File: config.mk
export PLATFORM = sky130hd
export DESIGN_NAME = lzd_ctrl
export DESIGN_NICKNAME = d
export VERILOG_FILES = /design/src/rtl/lzd_pkg.sv /design/src/rtl/lzd_ctrl.sv
export SDC_FILE = /design/constraint.sdc
export NUM_CORES = 1
export LEC_CHECK = 0
export BUFFER_PORTS_ARGS = -buffer_cell sky130_fd_sc_hd__buf_2
export CORE_AREA = 4 4 41 43
export DETAILED_ROUTE_END_ITERATION = 10
export DIE_AREA = 0 0 45 47
export GPL_TIMING_DRIVEN = 1
export SYNTH_ARGS = -nofsm -noshare
export SYNTH_HDL_FRONTEND = slang
export SYNTH_SLANG_ARGS = --single-unit
File: constraint.sdc
create_clock -name clk -period 2.3 [get_ports clk]
set_input_delay 0 -clock clk [delete_from_list [all_inputs] [get_ports clk]]
set_output_delay 0 -clock clk [all_outputs]
set_load 0.02 [all_outputs]
File: src/rtl/lzd_pkg.sv
package lzd_pkg;

  localparam int BYTE_BITS  = 8;
  localparam int DIST_BITS  = 12;
  localparam int CNT_BITS   = 5;
  localparam int POS_BITS   = 3;
  localparam int MIN_MATCH  = 3;

  localparam logic [POS_BITS-1:0] POS_LAST = 3'd7;

  typedef enum logic [2:0] {
    ST_FLAG,
    ST_TOKEN,
    ST_SECOND,
    ST_PRIME,
    ST_COPY
  } lzd_state_t;

  typedef struct packed {
    logic cfg_load;
    logic ld_flag;
    logic ld_low;
    logic lit_emit;
    logic start_copy;
    logic copy_adv;
    logic next_tok;
  } lzd_cmd_t;

  typedef struct packed {
    logic flag_bit;
    logic pos_last;
    logic rem_zero;
    logic rem_one;
    logic cnt_one;
    logic out_free;
  } lzd_stat_t;

endpackage

File: src/rtl/lzd_ctrl.sv
module lzd_ctrl (
  input  logic              clk,
  input  logic              rst_n,
  input  logic              in_valid,
  output logic              in_stall,
  input  logic              cfg_we,
  input  lzd_pkg::lzd_stat_t stat,
  output lzd_pkg::lzd_cmd_t  cmd
);
  import lzd_pkg::*;

  lzd_state_t state_r, state_nxt;
  logic       in_acc;
  logic       take;

  assign in_acc = in_valid && !in_stall;
  // an accepted byte only counts while output is still owed
  assign take   = in_acc && !stat.rem_zero;

  always_ff @(posedge clk) begin
    if (!rst_n) begin
      state_r <= ST_FLAG;
    end else begin
      state_r <= state_nxt;
    end
  end

  always_comb begin
    state_nxt = state_r;
    if (cfg_we) begin
      state_nxt = ST_FLAG;
    end else begin
      unique case (state_r)
        ST_FLAG: begin
          if (take) state_nxt = ST_TOKEN;
        end
        ST_TOKEN: begin
          if (take) begin
            if (stat.flag_bit) begin
              state_nxt = stat.pos_last ? ST_FLAG : ST_TOKEN;
            end else begin
              state_nxt = ST_SECOND;
            end
          end
        end
        ST_SECOND: begin
          if (take) state_nxt = ST_PRIME;
        end
        ST_PRIME: begin
          state_nxt = ST_COPY;
        end
        ST_COPY: begin
          if (stat.out_free && (stat.cnt_one || stat.rem_one)) begin
            state_nxt = stat.pos_last ? ST_FLAG : ST_TOKEN;
          end
        end
        default: state_nxt = ST_FLAG;
      endcase
    end
  end

  always_comb begin
    cmd          = '0;
    in_stall     = 1'b0;
    cmd.cfg_load = cfg_we;
    unique case (state_r)
      ST_FLAG: begin
        cmd.ld_flag = take;
      end
      ST_TOKEN: begin
        in_stall     = !stat.rem_zero && stat.flag_bit && !stat.out_free;
        cmd.lit_emit = take && stat.flag_bit;
        cmd.ld_low   = take && !stat.flag_bit;
        cmd.next_tok = take && stat.flag_bit;
      end
      ST_SECOND: begin
        cmd.start_copy = take;
      end
      ST_PRIME: begin
        in_stall = 1'b1;
      end
      ST_COPY: begin
        in_stall     = 1'b1;
        cmd.copy_adv = stat.out_free;
        cmd.next_tok = stat.out_free && (stat.cnt_one || stat.rem_one);
      end
      default: in_stall = 1'b1;
    endcase
  end

endmodule

== After elaboration in Yosys (flattened, before gate mapping) ==
Index checks and enable logic that the tools add are counted.
Word-level totals
  register bits: 3
  input bits: 10
  output and inout bits: 8
  word-level logic and storage cells: 39
Operators by class
  equality and inequality tests: 8
  muxes and demuxes: 13
  bitwise gates (word level): 1
  reduce and logical (&&, ||, !) cells: 16
Operators by type and width (number)
  one-hot mux 3 bit (5 select lines): 1
  2-to-1 mux 3 bit: 4
  inequality test 2 bit, second input constant: 4
  logical AND 1 bit: 7
  equality test 3 x 2 -> 1 bit, second input constant: 2
  logical NOT 1 bit: 4
  2-to-1 mux 1 bit: 4
  2-to-1 mux 2 bit: 2
  one-hot mux 1 bit (2 select lines): 2
  AND reduction 4 bit: 1
  OR reduction 2 bit: 2
  equality test 3 x 1 -> 1 bit, second input constant: 1
  equality test 3 bit, second input constant: 1
  logical NOT 3 bit: 1
  logical OR 1 bit: 1
  inverter 1 bit: 1

== Depth between registers and ports, before layout ==
Gate-level depths: netlist of the first run.
  depth after elaboration: 9
  gate-level depth with buffers: 4
  gate-level depth less buffers: 3

== Least setup slack after synthesis of the first run ==
Ideal clock, no wire load.
  path type: reg-to-output
  from: register state_r[1]
  to: output port cmd[0] (netlist bit)
  arrival: 1669 ps
  required time: 2300 ps
  path slack: 631 ps
  stages on the path, launching flop included: 5
  path buffers: 1
  cells stage by stage: dfxtp_1 > buf_2 > nor4bb_1 > o21ai_0 > o21ai_1
RTL lines
  start, declared: RTL line lzd_ctrl.sv:12  | lzd_state_t state_r, state_nxt;
  start signal, assigned: RTL line lzd_ctrl.sv:24  | state_r <= state_nxt;
  end, declared: RTL line lzd_ctrl.sv:8  | output lzd_pkg::lzd_cmd_t cmd

==> impl_metrics.ini, run 1 <==
[timing]
setup_violations = 0
final.setup_skew_ns = 0.00343
rsz0062_at_grt = no
finalHoldViolCount = 0
setup_ws_ns = 0.730
fin_tns_setup_ns = 0
slew_headroom_pct = 76.9
fmax_mhz = 637
finalCriticalPeriod_ns = 1.57
worst_pin_slew_ns = 0.346
slew_violations = 0
finalCritPeriodShare_pct = 68.2

[route]
wl_per_cell_um = 11.6
drt_pass1_iterations = 4
avgViaCountPerCell = 4.67
drc = 0
totalWireLength_um = 813
drt_iter0_markers = 13
drtAntennaViolNets = 0
num_vias = 327

[worst_setup_path]
path_cells = or4b_4 > o21ai_1 > buf_2
critPathLaunchType = flop
end_kind = output pin
crit_fanout = 10
slowest_stage = or4b_4
crit_arrival_ns = 1.57
worst-setup-path-type = flop to output pin
cp.required_ns = 2.30
slowest_delay_ns = 0.52

[power]
pwr-share-comb_pct = 16.5
power_switching_uw = 48.9
p_leak_nw = 0.188
irDropWorstVdd_mv = 0.192
power_uw = 182
p_sw_share_pct = 26.9
power.density_nw_per_um2 = 454
pwr-share-clk_pct = 53.4
seqPwrFrac_pct = 30.1
internal_power_uw = 133

[grt]
grt_antenna_before_repair = 0
gr-total-overflow = 0
grt_pass1_vias = 307
grt_max_degree = 12
grt_usage_pct = 9.39
grt_pass1_wl_um = 1300

[cells_and_area]
antennaDiodeCount = 0
fillerInstances = 153
largest_reg_flops = 3
final_area_um2 = 400
regMostFlops = state_r
syn_to_final_growth_pct = 33.9
top_regs = state_r (3)
nets = 66
layout_common_cells = buf_2 (17), o21ai_0 (4), nor2_1 (4)
drive_gt1_share_pct = 40.0
final_common_cell = buf_2
final_cells = 70

[floorplanning]
core_um2 = 1300
rows = 13
initial_core_util_pct = 23.0
die_area_um2 = 2120
die_w_um = 45
io_pins = 18
die_h_um = 47

[clock_tree]
numClockSinks = 3
clockBufferDepth = 2
numCtsBuffers = 3
clk_pin_slew_worst_paths_ns = 0.04
h-tree-depth = 1
post_cts_buffers = 0
root_buffer = clkbuf_4
cts_tree = built
worstSkewPairLatency_ns = 0.24
hold_buffers = 0
cts.repair.resized = 0

[placed_design]
dp_slack_ns = 0.981
place.gp.congestion = 0.671
post-dp-hpwl_um = 608
place_area_um2 = 374
portBuffers = 17
placed_cells = 66

[synth]
synth-xor-area-share_pct = 0
yosys.area_share.simple_pct = 46.4
synth_fp_nets = 48
synth_compound_area_share_pct = 20.5
yosys_warnings = 0
syn-instance-count = 38
synth_area_um2 = 299
synth_top_family_by_area = simple AND/OR/NAND/NOR gates
avgSynthCellArea_um2 = 7.87
synthMuxAreaShare_pct = 3.35
ys_types = 24
ys_ff_latch = 3
yosys.area_share.adder_pct = 0
yosysSeqAreaShare_pct = 20.1

[run_status]
status = completed

[min_path]
min_path_type = input port to flop

[job]
maxCapViolations = 0
cells in the mapped netlist:
cell	instances	area share [%]
nor2_1	4	5.0
o21ai_0	4	6.7
dfxtp_1	3	20
nand2b_1	3	6.3
a21oi_1	2	3.3
buf_2	2	3.3
nand3b_1	2	5.0
nor3b_1	2	5.0
a311oi_1	1	2.9
and2b_1	1	2.5
and3_1	1	2.1
buf_4	1	2.5
buf_6	1	3.8
mux2i_1	1	3.3
nand2_1	1	1.3
nand2b_4	1	4.6
nor3_1	1	1.7
nor4_1	1	2.1
nor4b_1	1	2.9
nor4bb_1	1	3.3
o211a_1	1	3.3
o21a_1	1	2.5
o21ai_1	1	1.7
or4b_4	1	4.6
worst paths after layout:
| check | startpoint | depth (start not counted) | to | slack (ns) |
|---|---|---|---|---|
| worst max register to register | state_r[0] | 3 | state_r[0] | 1.17 |
| worst min register to register | state_r[2] | 1 | state_r[1] | 0.62 |
| worst max-delay path | state_r[0] | 3 | cmd[0] | 0.73 |
| worst min-delay path | rst_n | 3 | state_r[1] | 0.08 |
cell families (layout without fill, tap and decap cells):
| group | after synthesis | count (layout) |
|---|---|---|
| mux | 1 | 1 |
| simple gates | 20 | 20 |
| buf+inv | 4 | 21 |
| compound gates | 10 | 10 |
| flops | 3 | 3 |
area by class of cell:
type	count	area, µm²	share of cell area (%)
Clock buffer	4	26.3	6.56
Multi-Input combinational cell	31	210	52.5
Sequential cell	3	60.1	15.0
Tap cell	15	18.8	4.69
Timing Repair Buffer	17	85.1	21.2
routing by layer:
metal | vias up | global-route usage (%) | wire length [µm]
met5 | - | 0 | 0
met3 | 0 | 4.60 | 27
met1 | 148 | 9.30 | 352
met4 | 0 | 8.77 | 0
li1 | 174 | - | -
met2 | 5 | 14.4 | 433
power groups by stage:
stage               Combinational [mW]  Clock [mW]  Sequential, mW
finish                          0.0299      0.0970          0.0548
floorplan                       0.0177           0          0.0539
global placement                0.0294           0          0.0555
global route                    0.0333       0.113          0.0549
detailed placement              0.0299           0          0.0556
CTS                             0.0300       0.102          0.0547
per-stage QoR:
step	hold slack (ns)	utilization, %
after floorplan	0.0798	-
after detailed placement	0.233	28.7
after CTS	0.0702	30.8
final	0.0821	30.8
after global routing	0.0821	30.8
after global placement	0.228	28.7
critical path: cells and delay by family (launching register included):
kind | cells | cell delay (ns)
simple gates | 1 | 0.52
buf+inv | 1 | 0.17
flops | 1 | 0.50
compound gates | 1 | 0.13
Note: power is estimated with default switching activity, not from simulation.
==> run 2: changes to the inputs <==
==> constraint.sdc (replaced) <==
create_clock -name clk -period 1.43 [get_ports clk]
set_input_delay 0 -clock clk [delete_from_list [all_inputs] [get_ports clk]]
set_output_delay 0 -clock clk [all_outputs]
set_load 0.02 [all_outputs]
==> impl_metrics.ini, run 2 (same netlist as run 1, synthesis figures left out) <==
[grt]
grt_pass1_wl_um = 1440
gr-total-overflow = 0
grt_usage_pct = 9.87
grt_antenna_before_repair = 0
grt_pass1_vias = 326
grt_max_degree = 11

[clock_tree]
root_buffer = clkbuf_4
post_cts_buffers = 0
h-tree-depth = 1
clk_pin_slew_worst_paths_ns = 0.04
clockBufferDepth = 2
worstSkewPairLatency_ns = 0.23
cts_tree = built
numCtsBuffers = 3
numClockSinks = 3

[route]
drc = 0
avgViaCountPerCell = 5.12
drt_pass1_iterations = 4
totalWireLength_um = 869
num_vias = 374
wl_per_cell_um = 11.9
drtAntennaViolNets = 0
drt_iter0_markers = 5

[worst_setup_path]
reg2reg_depth = 4
r2r-end = state_r[1]
cp.required_ns = 1.43
crit_arrival_ns = 1.35
end_kind = output pin
crit_fanout = 3
r2r-start = state_r[1]
crit_start = state_r[1]
critPathLaunchType = flop
rrSetupSlack_ns = 0.27
worst-setup-path-type = flop to output pin

[cells_and_area]
final_common_cell = buf_2
nets = 69
antennaDiodeCount = 0
top_regs = state_r (3)
regMostFlops = state_r
largest_reg_flops = 3
layout_common_cells = buf_2 (15), buf_4 (4)
syn_to_final_growth_pct = 51.5
drive_gt1_share_pct = 48.3

[placed_design]
place.gp.congestion = 0.781
post-dp-hpwl_um = 679
portBuffers = 17
dp_slack_ns = 0.278

[min_path]
hp-start = rst_n
min_path_type = input port to flop
hold_end = state_r[2]
hold_depth = 3

[timing]
slew_violations = 0
fmax_mhz = 740
finalCritPeriodShare_pct = 94.5
finalCriticalPeriod_ns = 1.35
rsz0062_at_grt = no
setup_violations = 0
setup_ws_ns = 0.0785
slew_headroom_pct = 76.2
final.setup_skew_ns = 0.00511
fin_tns_setup_ns = 0
finalHoldViolCount = 0
worst_pin_slew_ns = 0.354

[floorplanning]
io_pins = 18
rows = 13
die_h_um = 47
initial_core_util_pct = 23.0
die_area_um2 = 2120
core_um2 = 1300
die_w_um = 45

[power]
power.density_nw_per_um2 = 636
p_leak_nw = 0.208
irDropWorstVdd_mv = 0.599

[run_status]
status = completed

[job]
maxCapViolations = 0
run 2: cell count changes in the layout (fill, tap and decap cells not counted), sizes merged:
| cell | before | now |
|---|---|---|
| buf | 17 | 20 |
run 2: area by class of cell:
type,instances,area (µm²)
fillers,157,848
multi-input cells,31,231
repair buffers,20,116
flip-flops and latches,3,60.1
clock buffers,4,26.3
well taps,15,18.8
run 2: what timing repair did:
item | in CTS | in global routing
setup endpoints to repair | 0 | 2
hold buffers | 0 | 0
gates resized for setup | 0 | 6
run 2: worst max path at each step:
stage,slack [ns],depth (start not counted),endpoint
after floorplan,0.12,3,cmd[0]
after detailed placement,0.28,3,cmd[0]
after CTS,0.02,3,cmd[0]
after global routing,0.02,3,cmd[3]
after global placement,0.28,3,cmd[0]
final,0.08,3,cmd[0]
run 2: where the power goes:
| group | total [mW] | switching (mW) | internal (mW) |
|---|---|---|---|
| registers | 0.0858 | 0.000501 | 0.0853 |
| logic | 0.0555 | 0.0294 | 0.0261 |
| clock network | 0.147 | 0.0423 | 0.104 |
run 2: layer usage:
metal | up-vias | track usage, % | share of wire [%]
met5 | - | 0 | 0
met4 | 0 | 5.26 | 3.2
met3 | 2 | 5.36 | 8.9
met2 | 20 | 14.1 | 43
met1 | 170 | 11.8 | 45
li1 | 182 | - | -
run 2: worst max-delay path: stages (launching register included):
cell     delay, ns
dfxtp_1       0.30
or4b_4        0.54
o21ai_2       0.15
buf_6         0.13
run 2: stage by stage:
stage / hold WS, ns / power (mW) / cells / utilization [%] / cell area (µm²)
2_1_floorplan: 0.0798 / 0.117 / 38 / - / 314
3_3_place_gp: 0.228 / 0.141 / 69 / 31.6 / 412
3_5_place_dp: 0.230 / 0.141 / 69 / 31.6 / 412
4_1_cts: 0.0796 / 0.295 / 73 / 33.7 / 438
5_1_grt: 0.0999 / 0.311 / 73 / 34.8 / 453
6_report: 0.0904 / 0.288 / 73 / 34.8 / 453
==> run 3: changes to the inputs <==
--- a/config.mk
+++ b/config.mk
@@ -7,9 +7,11 @@
 export LEC_CHECK = 0
 export BUFFER_PORTS_ARGS = -buffer_cell sky130_fd_sc_hd__buf_2
 export CORE_AREA = 4 4 41 43
+export CTS_CLUSTER_DIAMETER = 100
 export DETAILED_ROUTE_END_ITERATION = 10
 export DIE_AREA = 0 0 45 47
 export GPL_TIMING_DRIVEN = 1
+export SETUP_SLACK_MARGIN = 0.3
 export SYNTH_ARGS = -nofsm -noshare
 export SYNTH_HDL_FRONTEND = slang
 export SYNTH_SLANG_ARGS = --single-unit
==> impl_metrics.ini, run 3 (same netlist as run 1, synthesis figures left out) <==
[grt]
grt_max_degree = 11
gr-total-overflow = 0
grt_pass1_wl_um = 1520
grt_usage_pct = 10.0
grt_pass1_vias = 366
grt_antenna_before_repair = 0

[timing]
worst_hold_slack_ns = 0.0759
setup_violations = 0
slew_headroom_pct = 60.2
finalHoldViolCount = 0
rsz0062_at_grt = yes
final.setup_skew_ns = 0.00352
finalCritPeriodShare_pct = 97.6
finalCriticalPeriod_ns = 1.40
fin_tns_setup_ns = 0
fmax_mhz = 717
setup_ws_ns = 0.0347
worst_pin_slew_ns = 0.591
slew_violations = 0

[floorplanning]
initial_core_util_pct = 23.0
die_area_um2 = 2120
die_w_um = 45
die_h_um = 47
io_pins = 18
core_um2 = 1300
rows = 13

[route]
drtAntennaViolNets = 0
wl_per_cell_um = 14.0
drt_pass1_iterations = 4
totalWireLength_um = 1090
num_vias = 393
drc = 0
drt_iter0_markers = 8
avgViaCountPerCell = 5.04

[run_status]
status = completed

[min_path]
hold_depth = 3
min_path_type = input port to flop
hp-start = rst_n
hold_end = state_r[2]

[power]
irDropWorstVdd_mv = 0.458
power_uw = 309
power.density_nw_per_um2 = 488
p_leak_nw = 0.258

[clock_tree]
numClockSinks = 3
clk_pin_slew_worst_paths_ns = 0.04
numCtsBuffers = 3
clockBufferDepth = 2
cts_tree = built
worstSkewPairLatency_ns = 0.24
h-tree-depth = 1
root_buffer = clkbuf_4

[cells_and_area]
syn_to_final_growth_pct = 111
top_regs = state_r (3)
final_area_um2 = 632
fillerInstances = 137
seq_area_um2 = 66.3
nets = 74
regMostFlops = state_r
antennaDiodeCount = 0
multi_input_area_um2 = 305
largest_reg_flops = 3
drive_gt1_share_pct = 71.4
final_common_cell = buf_6
layout_common_cells = buf_6 (12), buf_2 (10), nor2_4 (3), clkbuf_4 (3)
final_cells = 78
fin_util_pct = 48.6

[placed_design]
place_area_um2 = 435
post-dp-hpwl_um = 681
portBuffers = 17
dp_slack_ns = 0.186
place.gp.congestion = 0.755
placed_cells = 68

[worst_setup_path]
crit_fanout = 3
r2r-start = state_r[2]
critPathLaunchType = flop
end_kind = output pin
worst-setup-path-type = flop to output pin
r2r-end = state_r[2]
cp.required_ns = 1.43
reg2reg_depth = 6
crit_arrival_ns = 1.40
rrSetupSlack_ns = 0.28

[job]
maxCapViolations = 0
run 3: power by group:
part | internal (mW) | total [mW] | switching, mW
registers | 0.0835 | 0.0845 | 0.000976
clock network | 0.105 | 0.155 | 0.0502
logic | 0.0326 | 0.0689 | 0.0364
total | 0.221 | 0.309 | 0.0876
run 3: worst max path at each step:
stage | slack, ns | cells past startpoint | start | end
3_5_place_dp | 0.19 | 3 | state_r[2] | cmd[0]
2_1_floorplan | 0.28 | 2 | state_r[0] | cmd[5]
6_report | 0.03 | 3 | state_r[1] | cmd[0]
4_1_cts | -0.04 | 3 | state_r[2] | cmd[0]
3_3_place_gp | 0.20 | 3 | state_r[2] | cmd[0]
5_1_grt | 0.009 | 3 | state_r[1] | cmd[0]
run 3: layout make-up:
cell class                 count  share of cell area (%)
multi-input combinational     31                    48.3
timing repair buffer          25                    34.1
sequential                     3                    10.5
clock buffer                   4                    4.16
tap                           15                    2.97
run 3: per-layer routing:
layer | share of wire [%] | GRT usage (%)
met4 | 0 | 1.75
met1 | 41 | 11.6
met3 | 9.8 | 5.36
met2 | 49 | 16.7
met5 | 0 | 0
run 3: worst max-delay path: stages, from the launching register on:
cell     delay, ns
dfxtp_2       0.32
or4b_4        0.57
o21ai_4       0.14
buf_6         0.13
run 3: timing repair:
item                       CTS  global route
hold buffers                 0             0
gates resized for setup     26             8
pin swaps                    8             7
setup endpoints to repair    7            10
setup buffers                3             3
